[config.mk]
export PLATFORM = sky130hd
export DESIGN_NAME = expression_tokenizer
export DESIGN_NICKNAME = d
export VERILOG_FILES = /design/src/et_pkg.sv /design/src/expression_tokenizer.sv /design/src/et_dp.sv /design/src/et_ctrl.sv
export SDC_FILE = /design/constraint.sdc
export NUM_CORES = 1
export LEC_CHECK = 0
export BUFFER_PORTS_ARGS = -buffer_cell sky130_fd_sc_hd__buf_2
export CAP_MARGIN = 10
export CELL_PAD_IN_SITES_DETAIL_PLACEMENT = 0
export CELL_PAD_IN_SITES_GLOBAL_PLACEMENT = 1
export CORE_ASPECT_RATIO = 0.8
export CORE_MARGIN = 3
export CORE_UTILIZATION = 53
export DETAILED_ROUTE_END_ITERATION = 10
export PLACE_DENSITY = 0.93
export SYNTH_ARGS = -nofsm -noshare
export SYNTH_HDL_FRONTEND = slang
export SYNTH_HIERARCHICAL = 1
export SYNTH_SLANG_ARGS = --single-unit
[constraint.sdc]
create_clock -name i_clk -period 10.2 [get_ports i_clk]
set_input_delay 1.53 -clock i_clk [delete_from_list [all_inputs] [get_ports i_clk]]
set_output_delay 1.53 -clock i_clk [all_outputs]
set_load 0.01 [all_outputs]
[src/et_pkg.sv]
`timescale 1ns / 1ps

package et_pkg;

    // Default values of the top-level parameters.
    localparam int MAX_IDENT_DEF   = 16;
    localparam int VALUE_WIDTH_DEF = 32;

    // Field and bus widths.
    localparam int CHAR_W      = 8;
    localparam int TYPE_W      = 3;
    localparam int TOKVAL_W    = 32;
    localparam int IN_TDATA_W  = 8;
    localparam int OUT_TDATA_W = 64;
    localparam int PAD_W       = OUT_TDATA_W - TOKVAL_W - 3 * CHAR_W - 1;

    // Keyword lengths.
    localparam int KW_TRUE_LEN  = 4;
    localparam int KW_FALSE_LEN = 5;

    // Token kinds as seen on the output tuser.
    typedef enum logic [TYPE_W-1:0] {
        TOK_INT    = 3'd0,
        TOK_IDENT  = 3'd1,
        TOK_BOOL   = 3'd2,
        TOK_OP     = 3'd3,
        TOK_LPAREN = 3'd4,
        TOK_RPAREN = 3'd5,
        TOK_END    = 3'd6,
        TOK_ERR    = 3'd7
    } t_tok;

    // Kind of token currently being collected.
    typedef enum logic [1:0] {
        MODE_IDLE  = 2'd0,
        MODE_NUM   = 2'd1,
        MODE_IDENT = 2'd2,
        MODE_OP    = 2'd3
    } t_mode;

    // Character codes.
    localparam logic [CHAR_W-1:0] CH_NUL    = 8'h00;
    localparam logic [CHAR_W-1:0] CH_EOF    = 8'hFF;
    localparam logic [CHAR_W-1:0] CH_SPACE  = 8'h20;
    localparam logic [CHAR_W-1:0] CH_UNDER  = 8'h5F;
    localparam logic [CHAR_W-1:0] CH_LPAREN = 8'h28;
    localparam logic [CHAR_W-1:0] CH_RPAREN = 8'h29;
    localparam logic [CHAR_W-1:0] CH_EQ     = 8'h3D;
    localparam logic [CHAR_W-1:0] CH_PLUS   = 8'h2B;
    localparam logic [CHAR_W-1:0] CH_MINUS  = 8'h2D;
    localparam logic [CHAR_W-1:0] CH_STAR   = 8'h2A;
    localparam logic [CHAR_W-1:0] CH_SLASH  = 8'h2F;
    localparam logic [CHAR_W-1:0] CH_BANG   = 8'h21;
    localparam logic [CHAR_W-1:0] CH_LT     = 8'h3C;
    localparam logic [CHAR_W-1:0] CH_GT     = 8'h3E;
    localparam logic [CHAR_W-1:0] CH_DIG0   = 8'h30;
    localparam logic [CHAR_W-1:0] CH_DIG9   = 8'h39;
    localparam logic [CHAR_W-1:0] CH_LC_A   = 8'h61;
    localparam logic [CHAR_W-1:0] CH_LC_Z   = 8'h7A;
    localparam logic [CHAR_W-1:0] CH_UC_A   = 8'h41;
    localparam logic [CHAR_W-1:0] CH_UC_Z   = 8'h5A;

    // Commands from the controller to the datapath.
    typedef struct packed {
        logic accept;   // latch the incoming character
        logic num;      // fold a digit into the number accumulator
        logic append;   // append a character to the identifier buffer
        logic rd_init;  // rewind the identifier read pointer
        logic flush;    // emit the pending number, boolean or operator
        logic start;    // handle the character as the start of a token
        logic drain;    // emit one buffered identifier character
    } t_dp_cmd;

    // Status from the datapath to the controller.
    typedef struct packed {
        t_mode mode;
        logic  halted;
        logic  is_dig;
        logic  is_letdig;
        logic  is_eq;
        logic  emits;      // the character produces a token of its own
        logic  is_bool;    // buffered identifier is a boolean keyword
        logic  slot_free;  // output register can take a token this cycle
        logic  drain_last; // read pointer is at the last buffered character
    } t_dp_stat;

    function automatic logic f_is_dig(input logic [CHAR_W-1:0] c);
        return (c >= CH_DIG0) && (c <= CH_DIG9);
    endfunction

    function automatic logic f_is_letter(input logic [CHAR_W-1:0] c);
        return ((c >= CH_LC_A) && (c <= CH_LC_Z)) ||
               ((c >= CH_UC_A) && (c <= CH_UC_Z)) || (c == CH_UNDER);
    endfunction

    function automatic logic f_is_op(input logic [CHAR_W-1:0] c);
        return (c == CH_PLUS) || (c == CH_MINUS) || (c == CH_STAR) ||
               (c == CH_SLASH) || (c == CH_EQ) || (c == CH_BANG) ||
               (c == CH_LT) || (c == CH_GT);
    endfunction

    // Character of "true" at a given position.
    function automatic logic [CHAR_W-1:0] f_true_char(input logic [2:0] idx);
        logic [CHAR_W-1:0] ch;
        unique case (idx)
            3'd0:    ch = 8'h74;
            3'd1:    ch = 8'h72;
            3'd2:    ch = 8'h75;
            3'd3:    ch = 8'h65;
            default: ch = CH_NUL;
        endcase
        return ch;
    endfunction

    // Character of "false" at a given position.
    function automatic logic [CHAR_W-1:0] f_false_char(input logic [2:0] idx);
        logic [CHAR_W-1:0] ch;
        unique case (idx)
            3'd0:    ch = 8'h66;
            3'd1:    ch = 8'h61;
            3'd2:    ch = 8'h6C;
            3'd3:    ch = 8'h73;
            3'd4:    ch = 8'h65;
            default: ch = CH_NUL;
        endcase
        return ch;
    endfunction

endpackage

[src/expression_tokenizer.sv]
`timescale 1ns / 1ps
// Channel   Dir  Handshake                          Payload
// s_axis    in   i_s_axis_tvalid / o_s_axis_tready  tdata[7:0] src_char
// m_axis    out  o_m_axis_tvalid / i_m_axis_tready  tdata: value, ident, ops, trunc;
//                                                   tuser: token_type; tlast: last
//
// A character is accepted in S_IDLE and evaluated in S_EVAL. Emitting a pending number,
// boolean or operator adds S_FLUSH and S_START; an '=' ending an operator skips S_START.
// Closing an identifier drains the buffer through S_RD and S_DRAIN per character, then
// S_START takes the closing character. A stalled output holds the current step, while one
// finished token waits in the output register as the next character is accepted.
// Reset is synchronous and active low and clears the lexer control state.

module expression_tokenizer #(
    parameter int MAX_IDENT   = et_pkg::MAX_IDENT_DEF,
    parameter int VALUE_WIDTH = et_pkg::VALUE_WIDTH_DEF
) (
    input  logic                           i_clk,
    input  logic                           i_rst_n,
    input  logic                           i_s_axis_tvalid,
    output logic                           o_s_axis_tready,
    // [7:0] src_char
    input  logic [et_pkg::IN_TDATA_W-1:0]  i_s_axis_tdata,
    output logic                           o_m_axis_tvalid,
    input  logic                           i_m_axis_tready,
    // [31:0] token_value, [39:32] ident_char, [47:40] op_first,
    // [55:48] op_second, [56] truncated, [63:57] zero
    output logic [et_pkg::OUT_TDATA_W-1:0] o_m_axis_tdata,
    // [2:0] token_type
    output logic [et_pkg::TYPE_W-1:0]      o_m_axis_tuser,
    output logic                           o_m_axis_tlast
);
    import et_pkg::*;

    t_dp_cmd  cmd;
    t_dp_stat stat;

    // Sequencer for the steps of one character.
    et_ctrl u_ctrl (
        .i_clk           (i_clk),
        .i_rst_n         (i_rst_n),
        .i_s_axis_tvalid (i_s_axis_tvalid),
        .o_s_axis_tready (o_s_axis_tready),
        .i_stat          (stat),
        .o_cmd           (cmd)
    );

    // Lexer state, identifier buffer and output register.
    et_dp #(
        .MAX_IDENT   (MAX_IDENT),
        .VALUE_WIDTH (VALUE_WIDTH)
    ) u_dp (
        .i_clk           (i_clk),
        .i_rst_n         (i_rst_n),
        .i_s_axis_tdata  (i_s_axis_tdata),
        .i_cmd           (cmd),
        .o_stat          (stat),
        .o_m_axis_tvalid (o_m_axis_tvalid),
        .i_m_axis_tready (i_m_axis_tready),
        .o_m_axis_tdata  (o_m_axis_tdata),
        .o_m_axis_tuser  (o_m_axis_tuser),
        .o_m_axis_tlast  (o_m_axis_tlast)
    );

endmodule

[src/et_dp.sv]
`timescale 1ns / 1ps

module et_dp #(
    parameter int MAX_IDENT   = et_pkg::MAX_IDENT_DEF,
    parameter int VALUE_WIDTH = et_pkg::VALUE_WIDTH_DEF
) (
    input  logic                           i_clk,
    input  logic                           i_rst_n,
    input  logic [et_pkg::IN_TDATA_W-1:0]  i_s_axis_tdata,
    input  et_pkg::t_dp_cmd                i_cmd,
    output et_pkg::t_dp_stat               o_stat,
    output logic                           o_m_axis_tvalid,
    input  logic                           i_m_axis_tready,
    output logic [et_pkg::OUT_TDATA_W-1:0] o_m_axis_tdata,
    output logic [et_pkg::TYPE_W-1:0]      o_m_axis_tuser,
    output logic                           o_m_axis_tlast
);
    import et_pkg::*;

    localparam int LEN_W = $clog2(MAX_IDENT + 1);
    localparam int IDX_W = $clog2(MAX_IDENT);

    // Lexer state.
    logic [CHAR_W-1:0]      r_char;
    t_mode                  r_mode;
    logic [VALUE_WIDTH-1:0] r_accum;
    logic [LEN_W-1:0]       r_len;
    logic                   r_ovf;
    logic                   r_tpre;
    logic                   r_fpre;
    logic [CHAR_W-1:0]      r_op;
    logic                   r_halted;

    // Identifier buffer and its read side.
    logic [CHAR_W-1:0]      r_mem [MAX_IDENT];
    logic [IDX_W-1:0]       r_rd_idx;
    logic [CHAR_W-1:0]      r_rd_data;

    // Output register.
    logic                   r_oval;
    t_tok                   r_otype;
    logic [TOKVAL_W-1:0]    r_oval_data;
    logic [CHAR_W-1:0]      r_ichar;
    logic [CHAR_W-1:0]      r_o1;
    logic [CHAR_W-1:0]      r_o2;
    logic                   r_trunc;
    logic                   r_olast;

    // Classification of the latched character.
    logic c_dig, c_let, c_op, c_space, c_end, c_lp, c_rp, c_err, c_emits, c_eq;
    logic slot_free, is_bool, drain_last, can_append;
    logic [VALUE_WIDTH-1:0] n_accum;

    assign c_dig   = f_is_dig(r_char);
    assign c_let   = f_is_letter(r_char);
    assign c_op    = f_is_op(r_char);
    assign c_space = (r_char == CH_SPACE);
    assign c_end   = (r_char == CH_NUL) || (r_char == CH_EOF);
    assign c_lp    = (r_char == CH_LPAREN);
    assign c_rp    = (r_char == CH_RPAREN);
    assign c_eq    = (r_char == CH_EQ);
    assign c_err   = !(c_dig || c_let || c_op || c_space || c_end || c_lp || c_rp);
    assign c_emits = c_end || c_lp || c_rp || c_err;

    assign slot_free  = !r_oval || i_m_axis_tready;
    assign can_append = (r_len < LEN_W'(MAX_IDENT));
    assign is_bool    = !r_ovf &&
                        ((r_tpre && (r_len == LEN_W'(KW_TRUE_LEN))) ||
                         (r_fpre && (r_len == LEN_W'(KW_FALSE_LEN))));
    assign drain_last = ((LEN_W'(r_rd_idx) + LEN_W'(1)) == r_len);

    // Decimal accumulate: times ten as two shifts and an add.
    assign n_accum = (r_accum << 3) + (r_accum << 1) + VALUE_WIDTH'(r_char[3:0]);

    always_comb begin
        o_stat.mode       = r_mode;
        o_stat.halted     = r_halted;
        o_stat.is_dig     = c_dig;
        o_stat.is_letdig  = c_dig || c_let;
        o_stat.is_eq      = c_eq;
        o_stat.emits      = c_emits;
        o_stat.is_bool    = is_bool;
        o_stat.slot_free  = slot_free;
        o_stat.drain_last = drain_last;
    end

    // Latched character.
    always_ff @(posedge i_clk) begin
        if (i_cmd.accept) begin
            r_char <= i_s_axis_tdata[CHAR_W-1:0];
        end
    end

    // Identifier buffer: one write port, registered read at the drain pointer.
    always_ff @(posedge i_clk) begin
        if (i_cmd.append && can_append) begin
            r_mem[r_len[IDX_W-1:0]] <= r_char;
        end else if (i_cmd.start && c_let) begin
            r_mem[0] <= r_char;
        end
        r_rd_data <= r_mem[r_rd_idx];
    end

    // Lexer control state.
    always_ff @(posedge i_clk) begin
        if (!i_rst_n) begin
            r_mode   <= MODE_IDLE;
            r_accum  <= '0;
            r_len    <= '0;
            r_ovf    <= 1'b0;
            r_tpre   <= 1'b0;
            r_fpre   <= 1'b0;
            r_op     <= '0;
            r_halted <= 1'b0;
            r_rd_idx <= '0;
        end else begin
            if (i_cmd.num) begin
                r_accum <= n_accum;
            end
            if (i_cmd.append) begin
                if (can_append) begin
                    r_len  <= r_len + LEN_W'(1);
                    r_tpre <= r_tpre && (r_len < LEN_W'(KW_TRUE_LEN)) &&
                              (r_char == f_true_char(r_len[2:0]));
                    r_fpre <= r_fpre && (r_len < LEN_W'(KW_FALSE_LEN)) &&
                              (r_char == f_false_char(r_len[2:0]));
                end else begin
                    r_ovf <= 1'b1;
                end
            end
            if (i_cmd.rd_init) begin
                r_rd_idx <= '0;
            end
            // Emitting a pending token returns to idle.
            if (i_cmd.flush) begin
                r_mode  <= MODE_IDLE;
                r_accum <= '0;
                r_op    <= '0;
                r_len   <= '0;
                r_ovf   <= 1'b0;
            end
            if (i_cmd.drain) begin
                r_rd_idx <= r_rd_idx + IDX_W'(1);
                if (drain_last) begin
                    r_mode <= MODE_IDLE;
                    r_len  <= '0;
                    r_ovf  <= 1'b0;
                end
            end
            if (i_cmd.start) begin
                if (c_end) begin
                    r_mode  <= MODE_IDLE;
                    r_accum <= '0;
                    r_len   <= '0;
                    r_ovf   <= 1'b0;
                    r_op    <= '0;
                end else if (c_dig) begin
                    r_mode  <= MODE_NUM;
                    r_accum <= VALUE_WIDTH'(r_char[3:0]);
                end else if (c_let) begin
                    r_mode <= MODE_IDENT;
                    r_len  <= LEN_W'(1);
                    r_ovf  <= 1'b0;
                    r_tpre <= (r_char == f_true_char(3'd0));
                    r_fpre <= (r_char == f_false_char(3'd0));
                end else if (c_op) begin
                    r_mode <= MODE_OP;
                    r_op   <= r_char;
                end else if (c_err) begin
                    r_halted <= 1'b1;
                end
            end
        end
    end

    // Output valid flag.
    always_ff @(posedge i_clk) begin
        if (!i_rst_n) begin
            r_oval <= 1'b0;
        end else if (i_cmd.flush || i_cmd.drain || (i_cmd.start && c_emits)) begin
            r_oval <= 1'b1;
        end else if (i_m_axis_tready) begin
            r_oval <= 1'b0;
        end
    end

    // Output payload, loaded from the source the controller selects.
    always_ff @(posedge i_clk) begin
        if (i_cmd.flush) begin
            r_oval_data <= '0;
            r_ichar     <= '0;
            r_o1        <= '0;
            r_o2        <= '0;
            r_trunc     <= 1'b0;
            r_olast     <= !c_emits || ((r_mode == MODE_OP) && c_eq);
            if (r_mode == MODE_NUM) begin
                r_otype     <= TOK_INT;
                r_oval_data <= TOKVAL_W'(r_accum);
            end else if (r_mode == MODE_IDENT) begin
                r_otype     <= TOK_BOOL;
                r_oval_data <= TOKVAL_W'(r_tpre);
            end else begin
                r_otype <= TOK_OP;
                r_o1    <= r_op;
                r_o2    <= c_eq ? CH_EQ : CH_NUL;
            end
        end else if (i_cmd.drain) begin
            r_otype     <= TOK_IDENT;
            r_oval_data <= '0;
            r_ichar     <= r_rd_data;
            r_o1        <= '0;
            r_o2        <= '0;
            r_trunc     <= r_ovf;
            r_olast     <= drain_last && !c_emits;
        end else if (i_cmd.start && c_emits) begin
            r_oval_data <= '0;
            r_ichar     <= '0;
            r_o1        <= '0;
            r_o2        <= '0;
            r_trunc     <= 1'b0;
            r_olast     <= 1'b1;
            if (c_end) begin
                r_otype <= TOK_END;
            end else if (c_lp) begin
                r_otype <= TOK_LPAREN;
            end else if (c_rp) begin
                r_otype <= TOK_RPAREN;
            end else begin
                r_otype <= TOK_ERR;
            end
        end
    end

    assign o_m_axis_tvalid = r_oval;
    assign o_m_axis_tdata  = {PAD_W'(0), r_trunc, r_o2, r_o1, r_ichar, r_oval_data};
    assign o_m_axis_tuser  = r_otype;
    assign o_m_axis_tlast  = r_olast;

endmodule

[src/et_ctrl.sv]
`timescale 1ns / 1ps

module et_ctrl (
    input  logic             i_clk,
    input  logic             i_rst_n,
    input  logic             i_s_axis_tvalid,
    output logic             o_s_axis_tready,
    input  et_pkg::t_dp_stat i_stat,
    output et_pkg::t_dp_cmd  o_cmd
);
    import et_pkg::*;

    typedef enum logic [5:0] {
        S_IDLE  = 6'b000001,
        S_EVAL  = 6'b000010,
        S_FLUSH = 6'b000100,
        S_START = 6'b001000,
        S_RD    = 6'b010000,
        S_DRAIN = 6'b100000
    } t_state;

    t_state r_state;
    t_state n_state;
    logic   start_ok;

    // A character with no token of its own never waits for the output register.
    assign start_ok = i_stat.slot_free || !i_stat.emits;

    always_ff @(posedge i_clk) begin
        if (!i_rst_n) begin
            r_state <= S_IDLE;
        end else begin
            r_state <= n_state;
        end
    end

    // Next state and datapath commands.
    always_comb begin
        n_state = r_state;
        o_cmd   = '0;
        unique case (r_state)
            S_IDLE: begin
                // After an error token every transaction is dropped.
                if (i_s_axis_tvalid && !i_stat.halted) begin
                    o_cmd.accept = 1'b1;
                    n_state      = S_EVAL;
                end
            end
            S_EVAL: begin
                unique case (i_stat.mode)
                    MODE_NUM: begin
                        if (i_stat.is_dig) begin
                            o_cmd.num = 1'b1;
                            n_state   = S_IDLE;
                        end else begin
                            n_state = S_FLUSH;
                        end
                    end
                    MODE_IDENT: begin
                        if (i_stat.is_letdig) begin
                            o_cmd.append = 1'b1;
                            n_state      = S_IDLE;
                        end else if (i_stat.is_bool) begin
                            n_state = S_FLUSH;
                        end else begin
                            o_cmd.rd_init = 1'b1;
                            n_state       = S_RD;
                        end
                    end
                    MODE_OP: begin
                        n_state = S_FLUSH;
                    end
                    default: begin
                        if (start_ok) begin
                            o_cmd.start = 1'b1;
                            n_state     = S_IDLE;
                        end
                    end
                endcase
            end
            S_FLUSH: begin
                if (i_stat.slot_free) begin
                    o_cmd.flush = 1'b1;
                    // An '=' completing an operator is consumed by it.
                    if ((i_stat.mode == MODE_OP) && i_stat.is_eq) begin
                        n_state = S_IDLE;
                    end else begin
                        n_state = S_START;
                    end
                end
            end
            S_START: begin
                if (start_ok) begin
                    o_cmd.start = 1'b1;
                    n_state     = S_IDLE;
                end
            end
            S_RD: begin
                n_state = S_DRAIN;
            end
            S_DRAIN: begin
                if (i_stat.slot_free) begin
                    o_cmd.drain = 1'b1;
                    n_state     = i_stat.drain_last ? S_START : S_RD;
                end
            end
            default: begin
                n_state = S_IDLE;
            end
        endcase
    end

    assign o_s_axis_tready = (r_state == S_IDLE);

endmodule

==> flow_summary.ini <==
[grt]
grt_antenna_before_repair = 0
grt_max_degree = 57
grt_pass1_vias = 8228
grt_pass1_wl_um = 45500
gr-total-overflow = 0
track_usage = 0.211

[sta]
fmax_ghz = 0.218
grt_setup_unrepaired = no
post-route-worst-setup-slack_ps = 5620
relSlewSlack = 0.270
min_period_over_period = 0.449
fin_tns_setup_ps = 0
hold_viol = 0
clock_skew_ps = 19.9
setup_viol = 0
timing.hold.ws_ps = 450
slew_viol_final = 0
tightest_slew_ps = 1090
finalCriticalPeriod_ps = 4580

[placement]
portBuffers = 71
pre_cts_slack_ps = 5730
place_area_um2 = 13400
dp.cells = 1385
routabilityCongestion = 0.901
place_hpwl_um = 19800

[cells_and_area]
fin_area_um2 = 14200
areaGrowthSynthToFinish_pct = 9.71
drive_gt1_frac = 0.174
final_cell_mix = 181 x edfxtp_1, 107 x nor2_1, 78 x dfxtp_1
instances_no_fill = 1435
final_common_cell = edfxtp_1
antenna_cells = 0
nNetsFinal = 1184

[critical_path]
path_class = flop to flop
cp-end-kind = flop
start_kind = flop
cp.arrival_ps = 4740
path_max_fanout = 30
required_ps = 10360

[clocking]
path_clk_slew_ps = 60
cts-buffers-inserted = 27
cts-hold-fix-buffers = 0
cts_htree_levels = 1
cts_tree = built
post_cts_resized = 0
clk_latency_ps = 550
post_cts_buffers = 0
clock_sinks = 260
cts_root_buf = clkbuf_16
cts_buffer_depth = 3

[synthesis]
synth_ff_type = edfxtp_1
synth_area_um2 = 13000
synth_seq_cells = 260
async_reset_ff_frac = 0
synth_warnings = 6
syn_area_per_cell_um2 = 12.3
synthCells = 1059
synth_edf_count = 181
ys_seq_area_frac = 0.540
ys_types = 91

[route]
drt_first_iter_violations = 969
wl_um = 28500
drtAntennaViolNets = 0
wl_per_cell_um = 19.8
route.vias.total = 8621
via_per_inst = 6.01
drc = 0
drt_first_pass_iters = 5

[floorplanning]
coreArea_um2 = 23800
start_util = 0.546
die_h_um = 146
die_width_um = 181
top_level_ports = 82
dieArea_um2 = 26400
rows = 50

[pwr]
p_clk_frac = 0.412
leakagePower_nw = 5.34
seqPwrFrac = 0.519
switching_share = 0.238
p_sw_mw = 0.563
powerDensity_nw_per_um2 = 166
p_comb_frac = 0.069
p_int_mw = 1.81
max-vdd-ir-drop_mv = 0.172

[run]
cap_viol_max_count = 0

[run_status]
status = complete, no violations

[worst_hold_path]
hold_path.class = flop to flop
cells by family after synthesis:
group	share of synthesized area
compound gates	0.104
buf+inv	0.0433
flops	0.540
other cells	0.000289
mux	0.0841
fa+ha+maj	0.0686
xor+xnor	0.0216
simple gates	0.138
per-stage QoR:
| stage | util | power (mW) |
|---|---|---|
| after global routing | 0.599 | 2.45 |
| final | 0.599 | 2.37 |
| after global placement | 0.563 | 1.41 |
| after detailed placement | 0.563 | 1.41 |
| after CTS | 0.599 | 2.38 |
| after floorplan | - | 1.36 |
critical path, cell delays in order (launching register included):
cell	delay, ps
edfxtp_1	970
inv_1	230
a31oi_1	190
o221a_2	260
or2_4	160
nand2_1	60
nor3_1	510
nor2b_1	680
nand3_1	290
o22ai_1	830
flip-flops by register name (all words and copies together) (netlist names), 5 cells and up:
signal	flops
u_dp/r_ichar	8
u_dp/r_op	8
u_dp/r_o1	8
u_ctrl/r_state	6
u_dp/r_mem	128
u_dp/r_char	8
u_dp/r_accum	32
u_dp/r_oval_data	32
u_dp/r_rd_data	8
u_dp/r_len	5
power by group through the flow:
stage / Sequential, mW / Combinational, mW / Clock (mW)
floorplan: 1.24 / 0.114 / 0
global placement: 1.25 / 0.158 / 0
detailed placement: 1.25 / 0.162 / 0
CTS: 1.23 / 0.162 / 0.992
global route: 1.23 / 0.179 / 1.04
finish: 1.23 / 0.163 / 0.976
area by class of cell:
type	instances	area [um^2]
fill	1854	9520
sequential	260	7020
multi-input combinational	706	5450
clock buffer	35	706
timing repair buffer	77	400
tap	312	390
clock inverter	15	170
inverter	30	113
Yosys cell counts, types with 7 or more instances:
master      n  area (um^2)
a21oi_1    57          285
xnor2_1    23          201
buf_4      26          195
a211oi_1   12         90.1
nand2_1    58          218
nand3b_1   12         90.1
nand4_1    11         68.8
a21o_1     17          128
mux4_2     40          901
a31oi_1     8         50.1
inv_1      29          109
nand3_1    19         95.1
nor3_1     19         95.1
o21ai_0    29          145
nand2b_1    8         50.1
ha_1       68          851
mux2i_1    18          180
dfxtp_1    79         1580
clkbuf_1   27          101
and2_1     15         93.8
nor2_1    108          405
xor2_1      9         78.8
buf_2       8         40.0
and3_1     35          219
nor2b_1     8         50.1
edfxtp_1  181         5440
o22ai_1     7         43.8
path summary, 6_finish.rpt:
check / from / end / slack [ps] / depth (start not counted)
worst max-delay path: u_dp/r_char[4] / u_dp/r_mem[0][5] / 5620 / 9
worst min-delay path: u_dp/r_rd_data[2] / u_dp/r_ichar[2] / 450 / 2
worst min register to register: u_dp/r_rd_data[2] / u_dp/r_ichar[2] / 450 / 2
worst max register to register: u_dp/r_char[4] / u_dp/r_mem[0][5] / 5620 / 9
per-layer routing:
metal  global-route usage  wire (um)  share of wire  up-vias
met5                    0          0              0        -
met4               0.0365        439          0.015        0
met3               0.0384       2180          0.076       37
met2                0.310      12300           0.43      346
met1                0.336      13600           0.48     4170
li1                     -          -              -     4068
Note: power is estimated with default switching activity, not from simulation.
